### config.mk
export PLATFORM = sky130hd
export DESIGN_NAME = tem_ram
export DESIGN_NICKNAME = d
export VERILOG_FILES = /design/src/tem_ram.sv
export SDC_FILE = /design/constraint.sdc
export NUM_CORES = 1
export LEC_CHECK = 0
export BUFFER_PORTS_ARGS = -buffer_cell sky130_fd_sc_hd__buf_4
export CAP_MARGIN = 5
export CORE_MARGIN = 8
export CORE_UTILIZATION = 30
export CTS_CLUSTER_DIAMETER = 30
export DETAILED_ROUTE_END_ITERATION = 10
export PLACE_DENSITY = 0.55
export SYNTH_ARGS = -nofsm -noshare
export SYNTH_HDL_FRONTEND = slang
export SYNTH_SLANG_ARGS = --single-unit
### constraint.sdc
create_clock -name clk -period 3.05 [get_ports clk]
set_input_delay 0.61 -clock clk [delete_from_list [all_inputs] [get_ports clk]]
set_output_delay 0.61 -clock clk [all_outputs]
set_load 0.005 [all_outputs]
### src/tem_ram.sv
// ----------------------------------------------------------------------------
// tem_ram
// generic single write port, single read port ram with registered read
// ----------------------------------------------------------------------------
module tem_ram #(
  parameter int WIDTH = 8,
  parameter int DEPTH = 16
) (
  input  logic                     clk,
  input  logic                     we,
  input  logic [$clog2(DEPTH)-1:0] waddr,
  input  logic [WIDTH-1:0]         wdata,
  input  logic [$clog2(DEPTH)-1:0] raddr,
  output logic [WIDTH-1:0]         rdata
);

  logic [WIDTH-1:0] mem [DEPTH];

  always_ff @(posedge clk) begin
    if (we) begin
      mem[waddr] <= wdata;
    end
    rdata <= mem[raddr];
  end

endmodule

==> flow_summary.json <==
{
  "skew_ps": 6.23,
  "worstMarginPinSlew_ps": 854,
  "gr-total-overflow": 0,
  "path_max_fanout": 8,
  "p_per_area_mw_per_mm2": 730,
  "synth-compound-area-share": 0.0233,
  "start_kind": "primary input",
  "path_cells": "buf_4 > or3b_2 > nor2_1",
  "path_clk_slew_ps": 60,
  "route.detailed.drc": 0,
  "synth_flop_cell": "edfxtp_1",
  "drive_gt1_frac": 0.310,
  "numCtsBuffers": 17,
  "synth_top_family_by_area": "multiplexers",
  "finalCriticalPeriod_ps": 1870,
  "yosysWarnings": 0,
  "r2r_start": "mem[11][6]",
  "rows": 48,
  "cts_tree": "yes",
  "syn_area_per_cell_um2": 22.5,
  "synth_edf_count": 128,
  "ant_nets": 0,
  "dr.pass1.iters": 4,
  "syn_inst": 229,
  "portBuffers": 25,
  "timing.final.crit_share": 0.614,
  "post_cts_buffers": 0,
  "h-tree-depth": 4,
  "core_mm2": 0.0171,
  "ys_async_sr_fraction": 0,
  "yosys.area_share.xor_xnor": 0,
  "placed_cells": 483,
  "min_path_cells": 1,
  "multiInputGateArea_mm2": 0.00106,
  "r2r_cells": 3,
  "final_cell_mix": "edfxtp_1 (128), buf_4 (39), mux4_2 (18)",
  "clk_latency_ps": 410,
  "drt_iter0_drc": 300,
  "cpMaxStageDelayCell": "nor2_1",
  "final_area_mm2": 0.00631,
  "grt_antenna_before_repair": 0,
  "ir_drop_v": 0.000356,
  "die_area_mm2": 0.0216,
  "synth_fa_ha_area_frac": 0,
  "finalMaxSlewViolations": 0,
  "status": "finished, final reports clean",
  "drt_wl_total_mm": 10.7,
  "start_util": 0.302,
  "final_common_cell": "edfxtp_1",
  "synth_cell_type_count": 19,
  "fin_cells": 515,
  "p_leak_nw": 2.11,
  "grt_pass1_wl_mm": 15.8,
  "hold_path.class": "in2reg",
  "cts_root_buffer": "clkbuf_16",
  "crit_buf_inv": 1,
  "crit_path_max_incr_delay_ps": 670,
  "synth_mux_area_frac": 0.150,
  "grt_max_degree": 33,
  "cts_sinks": 136,
  "viasPerCell": 4.75,
  "placed_area_mm2": 0.00564,
  "num_io_pins": 26,
  "hold_viol_final": 0,
  "rsz0062_at_grt": "false",
  "setup_ws_ps": 1180,
  "hold_end": "mem[12][1]",
  "cap_violations": 0,
  "required_ps": 3090,
  "regToRegEndpoint": "rdata[6]",
  "fin_nets": 295,
  "num-fill-cells": 1586,
  "finalWeightedCongestion": 0.798,
  "grt_usage": 0.102,
  "worstHoldStart": "wdata[1]",
  "ctsResizeCount": 0,
  "crit_arrival_ps": 1910,
  "ys_seq_area_frac": 0.778,
  "slew_headroom": 0.428,
  "die_w_um": 147,
  "syn_nets": 247,
  "vias": 2445,
  "syn_area_mm2": 0.00515,
  "cp-end-kind": "flip-flop",
  "avgRoutedWirePerCell_um": 20.7,
  "fin_util": 0.370,
  "grt_pass1_vias": 2462,
  "yosys.area_share.simple": 0.0318,
  "pre_cts_ws_ps": 713,
  "fmax_ghz": 0.534,
  "setup_viol": 0,
  "whs_ps": 510,
  "critical_path_class": "in2reg",
  "ys_ff_latch": 136,
  "seq_area_mm2": 0.00400,
  "r2r_slack_ps": 1640,
  "n_antenna_cell": 0,
  "path_delay_family": "simple AND/OR/NAND/NOR gates",
  "die_h_um": 147,
  "clock_path_buffers": 2,
  "dp_hpwl_mm": 6.81,
  "area_growth_pct": 22.6,
  "fin_total_pwr_mw": 4.60,
  "postCtsHoldBufs": 0,
  "tns_ps": 0
}
-- registers in the layout, summed over array words and instances, names as in the netlist --
register	cells
mem	128
rdata	8
-- where the power goes --
part           internal (mW)  switching [mW]
logic                 0.0901           0.111
clock network           1.54           0.762
registers               2.09          0.0162
total                   3.72           0.889
-- worst register-to-register path: cells and delay by family, from the launching register on --
kind             cells  cell delay, ps
AO/OA/AOI/OAI        1             360
flip-flops           1             360
multiplexers         1             470
AND/OR/NAND/NOR      1             100
-- worst max-delay path by stage --
stage          slack (ps)        end  startpoint  depth (start not counted)
2_1_floorplan         950  mem[0][0]    waddr[2]                          2
3_3_place_gp          740  mem[2][2]    waddr[2]                          3
3_5_place_dp          710  mem[2][2]    waddr[2]                          3
4_1_cts              1160  mem[2][2]    waddr[2]                          3
5_1_grt              1030   rdata[5]    raddr[0]                          4
6_report             1180  mem[2][2]    waddr[2]                          3
-- routing by layer --
layer | global-route usage | part of all wire | vias up
met3 | 0.0301 | 0.050 | 18
met1 | 0.135 | 0.47 | 1286
met5 | 0 | 0 | -
met4 | 0.0444 | 0.017 | 0
met2 | 0.153 | 0.47 | 73
li1 | - | - | 1068
-- Yosys cell counts, types with 2 or more instances --
cell	instances	area [um^2]
edfxtp_1	128	3840
mux4_2	18	405
a22oi_1	16	120
mux4_1	14	368
nor2_1	13	48.8
nand2_1	9	33.8
dfxtp_1	8	160
nor3_1	4	20.0
buf_2	3	15.0
buf_6	3	33.8
clkdlybuf4s25_2	3	30.0
nand2b_1	2	12.5
nand3b_1	2	15.0
-- kinds of logic after synthesis --
logic type	after synthesis
AND/OR/NAND/NOR	35
multiplexers	32
flip-flops	136
buffers and inverters	10
AO/OA/AOI/OAI	16
-- final cells by class --
cell class,instances,area share
sequential,136,0.635
multi-input combinational,83,0.168
clock buffer,17,0.0674
timing repair buffer,39,0.0464
tap,225,0.0446
clock inverter,15,0.0393
No activity file was read; power rests on OpenSTA's default activity.
