**config.mk**
```make
export PLATFORM = sky130hd
export DESIGN_NAME = tem_hash
export DESIGN_NICKNAME = d
export VERILOG_FILES = /design/src/tem_pkg.sv /design/src/tem_hash.sv
export SDC_FILE = /design/constraint.sdc
export NUM_CORES = 2
export LEC_CHECK = 0
export BUFFER_PORTS_ARGS = -buffer_cell sky130_fd_sc_hd__buf_2
export CAP_MARGIN = 20
export CORE_MARGIN = 4
export CORE_UTILIZATION = 60
export DETAILED_ROUTE_END_ITERATION = 10
export PLACE_DENSITY = 0.81
export SLEW_MARGIN = 20
export SYNTH_ARGS = -nofsm -noshare
export SYNTH_HDL_FRONTEND = slang
export SYNTH_SLANG_ARGS = --single-unit
```
**constraint.sdc**
```tcl
create_clock -name clk -period 11.86 [get_ports clk]
set_input_delay 0.593 -clock clk [delete_from_list [all_inputs] [get_ports clk]]
set_output_delay 0.593 -clock clk [all_outputs]
set_load 0.01 [all_outputs]
```
**src/tem_pkg.sv**
```systemverilog
// ----------------------------------------------------------------------------
// tem_pkg
// shared types and constants for the triangle edge adjacency matcher
// ----------------------------------------------------------------------------
package tem_pkg;

  localparam int TABLE_SLOTS   = 8192;
  localparam int MAX_TRIANGLES = 1365;
  localparam int VERTEX_BITS   = 16;

  localparam int IDX_W    = $clog2(TABLE_SLOTS);
  localparam int KEY_W    = 2 * VERTEX_BITS;
  localparam int TRI_W    = 11;
  localparam int EDGE_W   = 2;
  localparam int STATUS_W = 2;

  localparam logic [STATUS_W-1:0] ST_UNMATCHED = 2'd0;
  localparam logic [STATUS_W-1:0] ST_MATCHED   = 2'd1;
  localparam logic [STATUS_W-1:0] ST_CLEARED   = 2'd2;
  localparam logic [STATUS_W-1:0] ST_REJECTED  = 2'd3;

  localparam logic [EDGE_W-1:0] EDGE_AB = 2'd0;
  localparam logic [EDGE_W-1:0] EDGE_BC = 2'd1;
  localparam logic [EDGE_W-1:0] EDGE_CA = 2'd2;

  localparam logic [63:0] MIX_GOLDEN = 64'h9e3779b97f4a7c15;
  localparam logic [63:0] MIX_C1     = 64'hbf58476d1ce4e5b9;
  localparam logic [63:0] MIX_C2     = 64'h94d049bb133111eb;
  localparam int          MIX_SH1    = 30;
  localparam int          MIX_SH2    = 27;
  localparam int          MIX_SH3    = 31;

  typedef struct packed {
    logic              valid;
    logic [KEY_W-1:0]  key;
    logic [TRI_W-1:0]  tri_num;
    logic [EDGE_W-1:0] edge_num;
  } slot_t;

  typedef struct packed {
    logic [STATUS_W-1:0] status;
    logic [TRI_W-1:0]    triangle_index;
    logic [EDGE_W-1:0]   edge_index;
    logic [TRI_W-1:0]    neighbor_triangle;
    logic [EDGE_W-1:0]   neighbor_edge;
    logic                last;
  } result_t;

  typedef enum logic [2:0] {
    H_IDLE,
    H_PREP,
    H_M0,
    H_M1,
    H_M2,
    H_M3,
    H_FIN
  } hstep_t;

  typedef enum logic [2:0] {
    S_CLEAR,
    S_CLR_RPT,
    S_IDLE,
    S_REJECT,
    S_HASH,
    S_HASH_WAIT,
    S_RD,
    S_CHK
  } tem_state_t;

endpackage

```
**src/tem_hash.sv**
```systemverilog
// ----------------------------------------------------------------------------
// tem_hash
// splitmix64 finalizer on one shared 32x32 multiplier, gives the home slot
// ----------------------------------------------------------------------------
module tem_hash (
  input  logic                    clk,
  input  logic                    rst_n,
  input  logic                    start,
  input  logic [63:0]             key,
  output logic                    done,
  output logic [tem_pkg::IDX_W-1:0] idx
);

  tem_pkg::hstep_t step_r, step_nxt;
  logic            round_r, round_nxt;
  logic [63:0]     x_r, x_nxt;
  logic [63:0]     m_r, m_nxt;
  logic [63:0]     acc_r, acc_nxt;
  logic [63:0]     prod_r, prod_nxt;
  logic [31:0]     mul_a, mul_b;
  logic [63:0]     mul_p;
  logic [63:0]     mix_c;
  logic [63:0]     h_fin;

  assign mix_c = round_r ? tem_pkg::MIX_C2 : tem_pkg::MIX_C1;
  assign mul_p = 64'(mul_a) * 64'(mul_b);
  assign h_fin = x_r ^ (x_r >> tem_pkg::MIX_SH3);
  assign idx   = h_fin[tem_pkg::IDX_W-1:0];
  assign done  = (step_r == tem_pkg::H_FIN);

  always_ff @(posedge clk) begin
    if (!rst_n) begin
      step_r  <= tem_pkg::H_IDLE;
      round_r <= 1'b0;
    end else begin
      step_r  <= step_nxt;
      round_r <= round_nxt;
    end
    x_r    <= x_nxt;
    m_r    <= m_nxt;
    acc_r  <= acc_nxt;
    prod_r <= prod_nxt;
  end

  always_comb begin
    step_nxt  = step_r;
    round_nxt = round_r;
    x_nxt     = x_r;
    m_nxt     = m_r;
    acc_nxt   = acc_r;
    prod_nxt  = prod_r;
    mul_a     = m_r[31:0];
    mul_b     = mix_c[31:0];
    unique case (step_r)
      tem_pkg::H_IDLE: begin
        if (start) begin
          x_nxt     = key + tem_pkg::MIX_GOLDEN;
          round_nxt = 1'b0;
          step_nxt  = tem_pkg::H_PREP;
        end
      end
      tem_pkg::H_PREP: begin
        m_nxt    = round_r ? (x_r ^ (x_r >> tem_pkg::MIX_SH2))
                           : (x_r ^ (x_r >> tem_pkg::MIX_SH1));
        step_nxt = tem_pkg::H_M0;
      end
      tem_pkg::H_M0: begin
        prod_nxt = mul_p;
        step_nxt = tem_pkg::H_M1;
      end
      tem_pkg::H_M1: begin
        mul_b    = mix_c[63:32];
        acc_nxt  = prod_r;
        prod_nxt = mul_p;
        step_nxt = tem_pkg::H_M2;
      end
      tem_pkg::H_M2: begin
        mul_a    = m_r[63:32];
        acc_nxt  = acc_r + {prod_r[31:0], 32'b0};
        prod_nxt = mul_p;
        step_nxt = tem_pkg::H_M3;
      end
      tem_pkg::H_M3: begin
        x_nxt = acc_r + {prod_r[31:0], 32'b0};
        if (round_r) begin
          step_nxt = tem_pkg::H_FIN;
        end else begin
          round_nxt = 1'b1;
          step_nxt  = tem_pkg::H_PREP;
        end
      end
      tem_pkg::H_FIN: begin
        step_nxt = tem_pkg::H_IDLE;
      end
      default: begin
        step_nxt = tem_pkg::H_IDLE;
      end
    endcase
  end

endmodule
```
==> out/results.tsv <==
stage	metric	value	unit
sta	hold_violations	0	
drt	drt_first_pass_iters	7	
critical_path	cpPeakStageDelay	0.85	ns
sta	final-setup-viol-count	0	
floorplanning	ios	81	
yosys	ys_ff_latch	260	
critical_path	r2r_end	prod_r[62]	
placed_design	gp_routability_congestion	1.018	
grt	grt.total_usage	0.3361	
critical_path	crit_end	prod_r[62]	
clock_tree	cts_root_buf	clkbuf_16	
critical_path	rr_startpoint	step_r[2]	
yosys	netlist_instances	4276	
sta	clock-skew-final	0.02148	ns
cells_and_area	nets	5534	
sta	slew_headroom	0.2555	
critical_path	ff2ff_setup_slack	1.67	ns
critical_path	end_kind	flop	
yosys	async_flop_share	0	
clock_tree	cts_resized	0	
yosys	synth_edf_count	256	
sta	finalMaxSlewViolations	0	
sta	setup_tns	0	ns
sta	rsz0062_at_grt	false	
grt	grt_max_degree	73	
sta	worst_slew_pin_slew	1.117	ns
critical_path	startpoint_type	flop	
clock_tree	path_clk_slew	0.07	ns
clock_tree	cts-buffers-inserted	23	
critical_path	crit_path_start	step_r[2]	
yosys	synth_area_per_cell	10.11	um2
floorplanning	die_w	276.4	um
cells_and_area	syn2layout_area_growth	4.815	%
critical_path	cp.arrival	10.46	ns
floorplanning	fp.dieH	276.4	um
sta	fin_crit_sh	0.8590	
drt	drt_wl_total	127700	um
run_status	outcome	completed	
yosys	ys_warn_count	0	
clock_tree	cts_tree	yes	
yosys	synthFlopType	edfxtp_1	
drt	post_drt_via_cell_ratio	5.932	
yosys	synth_cell_types	92	
critical_path	ff2ff_path_depth	27	
drt	antenna_left	0	
grt	grt_pass1_vias	32382	
yosys	syn_area	43240	um2
hold_path	hp-class	in -> reg	
clock_tree	cts_sinks	260	
grt	grt_pass1_wl	194800	um
yosys	synth_seq_area_share	0.1797	
sta	max_freq	98.16	MHz
grt	grt_remaining_overflow	0	
critical_path	worstSetupPathType	reg -> reg	
clock_tree	cts_buffer_depth	3	
floorplanning	die_area	76420	um2
floorplanning	start_util	0.6048	
drt	drt_iter0_drc	3892	
cells_and_area	drive_above_1_share	0.05991	
placed_design	port_buffers	80	
floorplanning	core-area	71490	um2
cells_and_area	nFillCells	5662	
yosys	syn-num-nets	5533	
job	maxCapViolations	0	
floorplanning	rows	98	
clock_tree	htreeDepth	1	
drt	wl_per_cell	24.36	um
grt	antenna_found_initial	3	
critical_path	worst_path_most_repeated_cell	fa_1	
clock_tree	insertion_delay	0.53	ns
drt	route.detailed.drc	0	
critical_path	cp_max_fo	22	
clock_tree	post_cts_buffers	0	
sta	period_needed	10.19	ns
clock_tree	postCtsHoldBufs	0	
drt	vias	31099	
critical_path	crit_slowest_cell	ha_1	
placed_design	dp_hpwl	107800	um
critical_path	cp.required	12.13	ns
==> cells by family after synthesis <==
| family | count (synthesis) | share of synthesized area |
|---|---|---|
| AO/OA/AOI/OAI | 474 | 0.07139 |
| multiplexers | 84 | 0.02032 |
| AND/OR/NAND/NOR | 899 | 0.1003 |
| flip-flops | 260 | 0.1797 |
| buffers and inverters | 1138 | 0.09915 |
| XOR/XNOR | 231 | 0.04679 |
| adder cells (fa/ha/maj) | 1190 | 0.4824 |
==> how the worst min path moves through the flow <==
stage,from,to,slack [ns],cells past startpoint
6_report,rst_n,step_r[0],0.43,2
5_1_grt,key[0],x_r[0],0.42,2
4_1_cts,rst_n,step_r[0],0.40,2
3_5_place_dp,x_r[51],m_r[51],0.48,0
3_3_place_gp,x_r[57],m_r[57],0.48,0
2_1_floorplan,x_r[44],m_r[44],0.45,0
==> cell usage in the layout, fill, tap and decap left out, drive strengths merged, types with 6 or more instances in the layout <==
master  netlist  final
a21boi        7      7
a211oi       10     10
xnor2       140    140
clkbuf      128     26
mux2         30     30
fa          795    795
ha          395    395
buf          14    118
o211ai       10     10
and2         96     96
a21o         73     73
xor2         91     91
nand3        28     28
o21a         10     10
nor4          8      8
nand4        30     30
edfxtp      256    256
clkinv        2     10
o21ai       111    111
nand2b       88     88
o31ai         8      8
or3           7      7
nor2        295    295
nor2b        30     30
a21oi       158    158
o21bai       25     25
inv         994    994
nor3         23     23
mux2i        54     54
a31oi        17     17
or2          31     31
a41oi         6      6
nand2       239    239
==> state kept, by name, indices dropped and copies added, names as in the netlist <==
name	flops
step_r	3
acc_r	64
prod_r	64
x_r	64
m_r	64
round_r	1
==> final cells by class <==
type                    count  area, um2  share of cell area
well taps                 950       1189             0.02623
repair buffers            118      685.7             0.01513
clock inverters            12      97.59            0.002154
multi-input cells        2878      31240              0.6894
inverters                 996       3739             0.08250
diodes                      3      7.507           0.0001657
flip-flops and latches    260       7771              0.1715
clock buffers              26      586.8             0.01295
==> per-stage QoR <==
stage	instance area, um2	setup WS, ns	hold slack, ns	utilization	std cells
5_1_grt	45310	1.267	0.4190	0.6339	5241
3_5_place_dp	44630	1.866	0.4804	0.6243	5202
4_1_cts	45310	1.825	0.4037	0.6338	5240
2_1_floorplan	43240	3.139	0.4490	-	4276
6_report	45320	1.672	0.4289	0.6339	5243
3_3_place_gp	44630	2.081	0.4845	0.6243	5202
==> layer usage <==
| layer | vias to the layer above | track usage | part of all wire |
|---|---|---|---|
| li1 | 13317 | - | - |
| met1 | 15424 | 0.4592 | 0.37 |
| met2 | 1930 | 0.5159 | 0.44 |
| met3 | 426 | 0.07177 | 0.12 |
| met4 | 2 | 0.1654 | 0.067 |
| met5 | - | 0 | 0.00010 |
==> cell usage after synthesis, drive strengths merged (88+ instances only) <==
master	count	area [um2]
and2	96	600.6
nand2b	88	550.5
xnor2	140	1226
edfxtp	256	7687
inv	994	3731
nor2	295	1117
nand2	239	897.1
ha	395	4942
xor2	91	797.0
a21oi	158	813.3
o21ai	111	581.8
fa	795	15920
clkbuf	128	480.5
==> worst max-delay path: cells and delay by family, from the launching register on <==
kind / cells / cell delay (ns)
flops: 1 / 0.78
xor+xnor: 2 / 0.24
simple gates: 4 / 1.43
fa+ha+maj: 10 / 4.95
compound gates: 8 / 2.04
buf+inv: 3 / 0.48
Power is left out: the tool's default activity adds up to more than one toggle a clock period on the data nets, which glitch-free logic cannot reach.
